File: config.mk
export PLATFORM = sky130hd
export DESIGN_NAME = plc_ctrl
export DESIGN_NICKNAME = d
export VERILOG_FILES = /design/src/piecewise_linear_calibrator_defines.svh /design/src/plc_pkg.sv /design/src/plc_ctrl.sv
export SDC_FILE = /design/constraint.sdc
export NUM_CORES = 1
export LEC_CHECK = 0
export ABC_AREA = 0
export BUFFER_PORTS_ARGS = -buffer_cell sky130_fd_sc_hd__buf_2
export CORE_ASPECT_RATIO = 0.9
export CORE_UTILIZATION = 36
export DETAILED_ROUTE_END_ITERATION = 8
export RECOVER_POWER = 100
export SLEW_MARGIN = 0
export SYNTH_ARGS = -nofsm -noshare
export SYNTH_HDL_FRONTEND = slang
export SYNTH_SLANG_ARGS = --single-unit
File: constraint.sdc
create_clock -name clk -period 3.7 [get_ports clk]
set_clock_uncertainty 0.1 [all_clocks]
set_input_delay 0.925 -clock clk [delete_from_list [all_inputs] [get_ports clk]]
set_output_delay 0.925 -clock clk [all_outputs]
set_load 0.02 [all_outputs]
File: src/piecewise_linear_calibrator_defines.svh
// Assertion macros shared by the calibrator RTL.
`ifndef PIECEWISE_LINEAR_CALIBRATOR_DEFINES_SVH
`define PIECEWISE_LINEAR_CALIBRATOR_DEFINES_SVH
`ifndef SYNTHESIS
`define PLC_ASSERT(lbl, clk, rst, prop) \
  lbl: assert property (@(posedge clk) disable iff (rst) prop) \
    else $error("calibrator assertion failed");
`define PLC_ASSERT_NR(lbl, clk, prop) \
  lbl: assert property (@(posedge clk) prop) \
    else $error("calibrator reset assertion failed");
`else
`define PLC_ASSERT(lbl, clk, rst, prop)
`define PLC_ASSERT_NR(lbl, clk, prop)
`endif
`endif

File: src/plc_pkg.sv
// Types, codes and field widths of the piecewise linear calibrator.
package plc_pkg;

  localparam int X_W    = 24;
  localparam int Y_W    = 32;
  localparam int K_W    = 48;
  localparam int B_W    = 48;
  localparam int V_W    = 32;
  localparam int TOT_W  = 6;
  localparam int PART_W = 24;

  typedef enum logic [1:0] {
    OP_CLEAR,
    OP_APPEND,
    OP_BUILD,
    OP_QUERY
  } op_t;

  typedef enum logic [1:0] {
    ST_OK,
    ST_FULL,
    ST_FEW,
    ST_EQUAL
  } status_t;

  typedef struct packed {
    op_t                   operation;
    logic signed [X_W-1:0] x_raw;
    logic signed [Y_W-1:0] y_phy;
  } in_word_t;

  typedef struct packed {
    logic signed [V_W-1:0] value;
    logic                  value_valid;
    status_t               status;
    logic [TOT_W-1:0]      section_total;
  } out_word_t;

  typedef enum logic [5:0] {
    CMD_NOP,
    CMD_CAPTURE,
    CMD_CLEAR,
    CMD_APPEND,
    CMD_FEW,
    CMD_SORT_INIT,
    CMD_KEY_RD,
    CMD_KEY_LATCH,
    CMD_CMP_RD,
    CMD_SHIFT,
    CMD_INSERT,
    CMD_FIRST_RD,
    CMD_PREV_LATCH,
    CMD_PT_RD,
    CMD_CHK_NEXT,
    CMD_EQUAL,
    CMD_CUR_LATCH,
    CMD_MUL1,
    CMD_MUL2,
    CMD_DIV_SLOPE,
    CMD_SLOPE_LATCH,
    CMD_DIV_OFFSET,
    CMD_SEC_WRITE,
    CMD_BUILD_OK,
    CMD_NONE_Q,
    CMD_Q_INIT,
    CMD_Q_NEXT,
    CMD_Q_PICK,
    CMD_Q_MULHI,
    CMD_Q_MULLO,
    CMD_Q_SUM,
    CMD_Q_ADD,
    CMD_Q_SAT,
    CMD_EMIT
  } dp_cmd_t;

  typedef struct packed {
    op_t  op;
    logic full;
    logic few;
    logic szero;
    logic i_end;
    logic j_zero;
    logic rd_gt_key;
    logic rd_eq_prev;
    logic div_done;
    logic q_hit;
    logic out_busy;
  } dp_stat_t;

endpackage

File: src/plc_ctrl.sv
// Controller state machine of the calibrator: sequences every operation.
module plc_ctrl import plc_pkg::*; (
  input  logic     clk,
  input  logic     rst,
  input  logic     item_valid,
  output logic     item_ready,
  input  dp_stat_t stat,
  output dp_cmd_t  cmd
);

  typedef enum logic [4:0] {
    S_IDLE, S_DISPATCH,
    S_KEY, S_KEY_W, S_CMP, S_CMP_W,
    S_C_INIT, S_C_W0, S_C_RD, S_C_W,
    S_K_INIT, S_K_W0, S_K_RD, S_K_W, S_K_M1, S_K_M2,
    S_K_D1, S_K_D1W, S_K_D2, S_K_D2W,
    S_Q_RD, S_Q_W, S_Q_M1, S_Q_M2, S_Q_SUM, S_Q_ADD, S_Q_SAT,
    S_FINISH
  } state_t;

  state_t state, state_next;

  assign item_ready = (state == S_IDLE);

  // next state and datapath command
  always_comb begin
    state_next = state;
    cmd        = CMD_NOP;
    unique case (state)
      S_IDLE: begin
        if (item_valid) begin
          cmd        = CMD_CAPTURE;
          state_next = S_DISPATCH;
        end
      end
      S_DISPATCH: begin
        unique case (stat.op)
          OP_CLEAR: begin
            cmd        = CMD_CLEAR;
            state_next = S_FINISH;
          end
          OP_APPEND: begin
            cmd        = CMD_APPEND;
            state_next = S_FINISH;
          end
          OP_BUILD: begin
            if (stat.few) begin
              cmd        = CMD_FEW;
              state_next = S_FINISH;
            end else begin
              cmd        = CMD_SORT_INIT;
              state_next = S_KEY;
            end
          end
          OP_QUERY: begin
            if (stat.szero) begin
              cmd        = CMD_NONE_Q;
              state_next = S_FINISH;
            end else begin
              cmd        = CMD_Q_INIT;
              state_next = S_Q_RD;
            end
          end
          default: state_next = S_FINISH;
        endcase
      end
      // insertion sort over the point memory
      S_KEY: begin
        if (stat.i_end) begin
          state_next = S_C_INIT;
        end else begin
          cmd        = CMD_KEY_RD;
          state_next = S_KEY_W;
        end
      end
      S_KEY_W: begin
        cmd        = CMD_KEY_LATCH;
        state_next = S_CMP;
      end
      S_CMP: begin
        if (stat.j_zero) begin
          cmd        = CMD_INSERT;
          state_next = S_KEY;
        end else begin
          cmd        = CMD_CMP_RD;
          state_next = S_CMP_W;
        end
      end
      S_CMP_W: begin
        if (stat.rd_gt_key) begin
          cmd        = CMD_SHIFT;
          state_next = S_CMP;
        end else begin
          cmd        = CMD_INSERT;
          state_next = S_KEY;
        end
      end
      // scan for equal neighbours
      S_C_INIT: begin
        cmd        = CMD_FIRST_RD;
        state_next = S_C_W0;
      end
      S_C_W0: begin
        cmd        = CMD_PREV_LATCH;
        state_next = S_C_RD;
      end
      S_C_RD: begin
        if (stat.i_end) begin
          state_next = S_K_INIT;
        end else begin
          cmd        = CMD_PT_RD;
          state_next = S_C_W;
        end
      end
      S_C_W: begin
        if (stat.rd_eq_prev) begin
          cmd        = CMD_EQUAL;
          state_next = S_FINISH;
        end else begin
          cmd        = CMD_CHK_NEXT;
          state_next = S_C_RD;
        end
      end
      // compute one section per neighbour pair
      S_K_INIT: begin
        cmd        = CMD_FIRST_RD;
        state_next = S_K_W0;
      end
      S_K_W0: begin
        cmd        = CMD_PREV_LATCH;
        state_next = S_K_RD;
      end
      S_K_RD: begin
        if (stat.i_end) begin
          cmd        = CMD_BUILD_OK;
          state_next = S_FINISH;
        end else begin
          cmd        = CMD_PT_RD;
          state_next = S_K_W;
        end
      end
      S_K_W: begin
        cmd        = CMD_CUR_LATCH;
        state_next = S_K_M1;
      end
      S_K_M1: begin
        cmd        = CMD_MUL1;
        state_next = S_K_M2;
      end
      S_K_M2: begin
        cmd        = CMD_MUL2;
        state_next = S_K_D1;
      end
      S_K_D1: begin
        cmd        = CMD_DIV_SLOPE;
        state_next = S_K_D1W;
      end
      S_K_D1W: begin
        if (stat.div_done) begin
          cmd        = CMD_SLOPE_LATCH;
          state_next = S_K_D2;
        end
      end
      S_K_D2: begin
        cmd        = CMD_DIV_OFFSET;
        state_next = S_K_D2W;
      end
      S_K_D2W: begin
        if (stat.div_done) begin
          cmd        = CMD_SEC_WRITE;
          state_next = S_K_RD;
        end
      end
      // query: scan sections, then evaluate
      S_Q_RD: begin
        state_next = S_Q_W;
      end
      S_Q_W: begin
        if (stat.q_hit) begin
          cmd        = CMD_Q_PICK;
          state_next = S_Q_M1;
        end else begin
          cmd        = CMD_Q_NEXT;
          state_next = S_Q_RD;
        end
      end
      S_Q_M1: begin
        cmd        = CMD_Q_MULHI;
        state_next = S_Q_M2;
      end
      S_Q_M2: begin
        cmd        = CMD_Q_MULLO;
        state_next = S_Q_SUM;
      end
      S_Q_SUM: begin
        cmd        = CMD_Q_SUM;
        state_next = S_Q_ADD;
      end
      S_Q_ADD: begin
        cmd        = CMD_Q_ADD;
        state_next = S_Q_SAT;
      end
      S_Q_SAT: begin
        cmd        = CMD_Q_SAT;
        state_next = S_FINISH;
      end
      S_FINISH: begin
        if (!stat.out_busy) begin
          cmd        = CMD_EMIT;
          state_next = S_IDLE;
        end
      end
      default: state_next = S_IDLE;
    endcase
  end

  // hold state
  always_ff @(posedge clk) begin
    if (rst) begin
      state <= S_IDLE;
    end else begin
      state <= state_next;
    end
  end

endmodule

# ---- Yosys cells after proc, flatten, opt, wreduce, memory -nomap -nowiden
# Cells that the tools add are included.
# W data, S select, Z words.
dict set report totals {
  mem_count 0
  latch_bits 0
  ram_bits 0
  out_inout_bits 7
  word_cells 71
  rom_bits 0
  reg_bits 5
}
dict set report classes {
  multipliers 0
  n_eq_ne 34
  n_addsub 0
  reduce_logical 6
  shifts 0
  muxes 30
  magnitude_cmp 0
  div_mod_pow 0
  bitwise_logic 0
}
# op n
set ops {}
lappend ops {{$pmux W6 S25} 1}
lappend ops {{$pmux W5 S28} 1}
lappend ops {{$eq A5 B5 Y1 const B} 12}
lappend ops {{$mux W5} 10}
lappend ops {{$eq A5 B4 Y1 const B} 8}
lappend ops {{$pmux W6 S4} 1}
lappend ops {{$eq A5 B3 Y1 const B} 4}
lappend ops {{$pmux W5 S3} 1}
lappend ops {{$mux W3} 4}
lappend ops {{$eq A5 B2 Y1 const B} 2}
lappend ops {{$mux W2} 4}
lappend ops {{$mux W4} 2}
lappend ops {{$ne A2 B2 Y1 const B} 4}
lappend ops {{$mux W6} 1}
lappend ops {{$reduce_or A2 Y1} 3}
lappend ops {{$eq A5 B1 Y1 const B} 1}
lappend ops {{$logic_not A5 Y1} 1}
lappend ops {{$mux W1} 5}
lappend ops {{$eq A2 B2 Y1 const B} 2}
lappend ops {{$reduce_and A4 Y1} 1}
lappend ops {{$eq A2 B1 Y1 const B} 1}
lappend ops {{$logic_not A2 Y1} 1}

# ---- Depth between registers and ports, before layout
# Gate-level depths: netlist of the first run.
dict set report depth {
  ltp_word 4
  depth_mapped 7
  depth_no_buf 4
}

# ---- Worst setup path before layout of the first run
# No wires, ideal clock.
dict set report synth_timing {
  path_type {input to output}
  from {in stat[6] in the netlist's numbering}
  to {out cmd[4]}
  path_stages 4
  t_arrival_ns 1.865
  required_ns 2.675
  slack_ns 0.810
  cell_sequence {or3b_1 > a211o_1 > o21ai_1 > nand4b_1}
}
dict set report synth_between {
  elab_chain_len 2
}
# item line_no
set synth_rtl {}
lappend synth_rtl {{from (decl)} plc_ctrl.sv:7} ;# input dp_stat_t stat,
lappend synth_rtl {{$mux W5} plc_ctrl.sv:134} ;# if (stat.i_end) begin
lappend synth_rtl {{$pmux W6 S25} plc_ctrl.sv:29} ;# unique case (state)
lappend synth_rtl {{to (decl)} plc_ctrl.sv:8} ;# output dp_cmd_t cmd
# No other way between the ends.

# ---- Worst setup path in the final report of the first run
# Same ends and word-level chain as after synthesis.

==> results of run 1 <==
==> layer usage <==
layer	track usage (%)	vias up	wire length, um
li1	-	645	-
met1	30.6	633	1480
met2	37.7	90	1670
met3	3.55	4	359
met4	2.27	0	26
met5	0	-	0
==> final cells by class <==
type	instances	area [um^2]
tap	40	50.0
sequential	5	100
inverter	5	18.8
multi-input combinational	134	861
fill	315	1610
clock buffer	4	26.3
timing repair buffer	28	168
==> critical path, delay by kind of cell <==
kind / cells / cell delay, ns
AND/OR/NAND/NOR: 2 / 0.50
AO/OA/AOI/OAI: 2 / 0.43
buffers and inverters: 2 / 0.41
==> placed cells by master (no fill, tap or decap), types with 3 or more instances in the layout <==
cell type	n
buf_2	16
nor2_1	11
nand2_1	11
o21ai_0	10
nand2b_1	9
nor2b_1	8
buf_4	7
nor3_1	6
a21oi_1	6
nand3_1	6
a211oi_1	5
clkbuf_1	5
dfxtp_1	5
a21boi_0	4
inv_1	3
o22ai_1	3
or3b_1	3
a2111oi_0	3
o2111ai_1	3
clkbuf_4	3
==> report_power, final <==
part           total (mW)  internal (mW)  switching, mW
clock network      0.0633         0.0408         0.0225
registers           0.193         0.0773          0.116
logic               0.805          0.325          0.480
total                1.06          0.443          0.618
==> metrics by stage <==
| stage | setup WS [ns] | std cells | area [um^2] | utilization (%) |
|---|---|---|---|---|
| global route | 0.342 | 216 | 1220 | 43.1 |
| finish | 0.390 | 216 | 1220 | 43.1 |
| floorplan | 0.810 | 160 | 1110 | - |
| detailed placement | 0.501 | 212 | 1240 | 43.7 |
| global placement | 0.512 | 212 | 1240 | 43.7 |
| CTS | 0.493 | 216 | 1270 | 44.6 |
==> cells by family (layout without fill, tap and decap cells) <==
kind of cell | after synthesis | after routing
buffers and inverters | 21 | 37
multiplexers | 2 | 2
AO/OA/AOI/OAI | 60 | 60
XOR/XNOR | 2 | 2
AND/OR/NAND/NOR | 70 | 70
flip-flops | 5 | 5
==> worst min path at each step <==
stage	start	to	slack, ns	depth (start not counted)
after floorplan	state[4]	state[0]	0.55	4
after global placement	state[0]	state[3]	0.59	2
after detailed placement	state[0]	state[3]	0.61	2
after CTS	state[0]	state[3]	0.62	2
after global routing	state[0]	state[3]	0.68	2
final	state[0]	state[3]	0.63	2
==> flow_summary.toml, run 1 <==
[yosys]
synth-xor-area-share_pct = 1.58
synth_area_leaders = "dfxtp_1, nand2b_1, buf_2"
synth_fa_ha_area_share_pct = 0
synth_seq_area_share_pct = 9.02
syn_area_um2 = 1110
synth_top_family_by_area = "compound AO/OA/AOI/OAI gates"
syn_inst = 160
yosys-top-cells-count = "buf_2, nand2_1, nor2_1, nand2b_1, o21ai_0"
synth_edf_count = 0
synthSimpleGateAreaFrac_pct = 36.1
ys.flop_type = "dfxtp_1"
synth_top_area_share_pct = 9.02
yosysUniqueCellTypes = 58
yosys_warnings = 0
synthMuxAreaShare_pct = 1.80
syn-num-nets = 175
yosys_register_bits = 5
avgSynthCellArea_um2 = 6.94
synth_compound_area_share_pct = 41.5
yosysTopAreaCell = "dfxtp_1"
async_flop_share_pct = 0

[power_and_ir_drop]
powerDensity_nw_per_um2 = 867
power.total_mw = 1.06
ir_drop_v = 0.000391
leakage_nw = 0.438

[floorplan]
design.core.area_um2 = 2840
start_util_pct = 39.1
die_h_um = 54.7
die_area_um2 = 3310
rows = 18
die_w_um = 60.5
ios = 22

[drt]
wirelength_mm = 3.54
viasPerCell = 6.35
num_vias = 1372
drt_iter0_drc = 98
drc_errors = 0
first_pass_iters = 5
postRouteAntennaNets = 0
wl_per_cell_um = 16.4

[clock_network]
cts_tree = "built"
htreeDepth = 1
cts_buffers = 3
clockRootBuffer = "clkbuf_4"
post_cts_buffers = 0
cts.reportedPaths.clkPinSlew_ns = 0.05
clock_latency_ns = 0.24
clkSinkCount = 5
clk_path_buf_depth = 2
cts_resized = 0
holdBufCountCts = 0

[timing]
whs_ns = 0.633
finalSetupViolCount = 0
fin_setup_tns_ns = 0
rsz0062_at_grt = "no"
min_period_ns = 3.31
worst_pin_slew_ns = 1.32
slew_headroom_pct = 9.48
hold_viol_final = 0
report.final.slew_viol_count = 0
post-route-period-util_pct = 89.5
fmax_mhz = 302

[setup_path]
required_ns = 2.67
crit_path_end = "cmd[4]"
critPathMaxFanout = 7
crit_type = "input pin to output port"
r2r-start = "state[1]"
cp_slowest_cell = "or3b_1"
cp.arrival_ns = 2.29
crit_path_max_incr_delay_ns = 0.37
reg2regPathDepth = 5
start_kind = "input pin"
r2r_end = "state[1]"
crit_path_cell_trace = "buf_2, or3b_1, a211o_1, o21ai_1, nand4b_1, clkbuf_1"
cp-end-kind = "output port"
crit_path_start = "stat[6]"
rrSetupSlack_ns = 0.74

[cells_and_area]
largest_registers = "state x5"
regMostFlops = "state"
syn_to_final_growth_pct = 10.3
n_antenna_cell = 0
fin_nets = 192
largest_reg_flops = 5
drive_above_1_share_pct = 17.0

[global_routing]
grt_pass1_wl_mm = 5.52
antenna_found_initial = 0
grt_overflow_total = 0
grt_pass1_vias = 1158
grt_max_degree = 22
grt_usage_pct = 22.3

[place]
place_hpwl_mm = 2.62
gp_congestion = 0.909
portBuffers = 20

[hold_path]
hold_path.class = "register to register"

[job]
cap_violations = 0

[status]
run_status = "finished clean"
Power figures use the tool's default switching activity.
==> inputs of run 2 (changes only) <==
- clock period: 3.7 -> 3.9 ns (I/O delays scaled with it)
==> run 2 against run 1 <==
Non-clock buffer count shrank 2; sequential cell count is the same; sequential share of layout area grew 0.17 points; die area is the same; critical path depth is the same; count of clock-buffer cells in the layout is the same; design area shrank 2.0%; power shrank 6.9%; worst setup slack lost 0.017 ns; sequential power grew 3%; largest power group unchanged; highest routed layer unchanged.
==> flow_summary.toml, run 2 (same netlist as run 1, synthesis figures left out) <==
[power_and_ir_drop]
pwr-share-seq_pct = 20.0
p_comb_share_pct = 73.8
ir_drop_v = 0.000333
switchingPower_uw = 592
leakage_nw = 0.415
clockPowerShare_pct = 6.2
powerDensity_nw_per_um2 = 824
power.total_uw = 988
switching_share_pct = 59.9
internal_power_uw = 396

[clock_network]
htreeDepth = 1
clk_path_buf_depth = 2
clock_latency_ns = 0.25
clkSinkCount = 5
holdBufCountCts = 0
post_cts_buffers = 0
clockRootBuffer = "clkbuf_4"
cts.reportedPaths.clkPinSlew_ns = 0.05
cts_tree = "built"
cts_resized = 0
cts_buffers = 3

[setup_path]
rrSetupSlack_ns = 0.72
critPathMaxFanout = 21
cp-end-kind = "output port"
crit_path_start = "state[3]"
crit_type = "register to output port"
r2r_end = "state[1]"
reg2regPathDepth = 5
r2r-start = "state[3]"
required_ns = 2.82
crit_path_end = "cmd[2]"
start_kind = "register"
cp.arrival_ns = 2.45

[drt]
wl_per_cell_um = 17.1
num_vias = 1348
first_pass_iters = 5
drc_errors = 0
postRouteAntennaNets = 0
viasPerCell = 6.30
wirelength_mm = 3.65
drt_iter0_drc = 55

[cells_and_area]
largest_registers = "state x5"
n_antenna_cell = 0
drive_above_1_share_pct = 14.9
layout_common_cells = "buf_2, nand2_1, nor2_1, o21ai_0, nand2b_1"
layout_commonest_cell = "buf_2"
fin_nets = 190
largest_reg_flops = 5
nFillCells = 320
regMostFlops = "state"
syn_to_final_growth_pct = 8.00

[floorplan]
die_area_um2 = 3310
design.core.area_um2 = 2840
die_w_um = 60.5
die_h_um = 54.7
rows = 18
ios = 22
start_util_pct = 39.1

[status]
run_status = "finished clean"

[timing]
hold_viol_final = 0
slew_headroom_pct = 7.55
min_period_ns = 3.53
worst_pin_slew_ns = 1.35
finalSetupViolCount = 0
rsz0062_at_grt = "no"
post-route-period-util_pct = 90.4
fin_setup_tns_ns = 0
report.final.slew_viol_count = 0
fmax_mhz = 284

[global_routing]
grt_pass1_wl_mm = 5.92
antenna_found_initial = 0
grt_usage_pct = 24.0
grt_overflow_total = 0
grt_max_degree = 29
grt_pass1_vias = 1201

[job]
cap_violations = 0

[hold_path]
hold_path.class = "register to register"

[place]
gp_congestion = 0.911
place_hpwl_mm = 2.69
portBuffers = 20
==> run 2: cell count changes in the layout (fill, tap and decap cells not counted) <==
cell	delta
a21boi_4	+1
buf_12	-1
a21boi_0	-1
clkbuf_1	+3
inv_1	+1
inv_2	-1
nor2_2	+1
nor2_1	-1
buf_4	-4
==> run 2: worst max-delay path: stages (launching register included) <==
cell      delay [ns]
dfxtp_1         0.80
clkbuf_1        0.31
inv_1           0.24
nor4_1          0.35
a21oi_1         0.16
o211ai_1        0.10
clkbuf_1        0.25
==> run 2: cell type report <==
type | count | area, um^2 | share of cell area (%)
clock buffer | 4 | 26.3 | 2.19
inverter | 5 | 18.8 | 1.57
timing repair buffer | 26 | 129 | 10.8
multi-input combinational | 134 | 875 | 73.0
sequential | 5 | 100 | 8.35
tap | 40 | 50.0 | 4.18
==> run 2: how the worst min path moves through the flow <==
stage	depth (start not counted)	end	start	slack (ns)
2_1_floorplan	4	state[0]	state[4]	0.55
3_3_place_gp	2	state[3]	state[0]	0.59
3_5_place_dp	2	state[3]	state[0]	0.61
4_1_cts	2	state[3]	state[0]	0.61
5_1_grt	2	state[3]	state[0]	0.65
6_report	2	state[3]	state[0]	0.62
==> run 2: metrics by stage <==
step | area [um^2] | setup WS [ns] | cells | hold slack, ns | util (%)
floorplan | 1110 | 0.910 | 160 | 0.555 | -
global placement | 1210 | 0.625 | 210 | 0.588 | 42.7
detailed placement | 1210 | 0.643 | 210 | 0.605 | 42.7
CTS | 1240 | 0.492 | 214 | 0.611 | 43.7
global route | 1200 | 0.205 | 214 | 0.652 | 42.2
finish | 1200 | 0.373 | 214 | 0.615 | 42.2
==> run 2: per-layer routing <==
layer	up-vias	track usage [%]	share of wire [%]
li1	646	-	-
met4	0	9.09	1.4
met3	6	5.20	9.9
met5	-	0	0
met1	616	31.7	42
met2	80	38.3	47
==> run 2: power by group through the flow <==
stage	combinational (mW)	clock, mW	sequential (mW)
2_1_floorplan	0.682	0	0.0847
3_3_place_gp	0.747	0	0.190
5_1_grt	0.792	0.0694	0.206
4_1_cts	0.759	0.0613	0.193
6_report	0.729	0.0608	0.198
3_5_place_dp	0.755	0	0.194
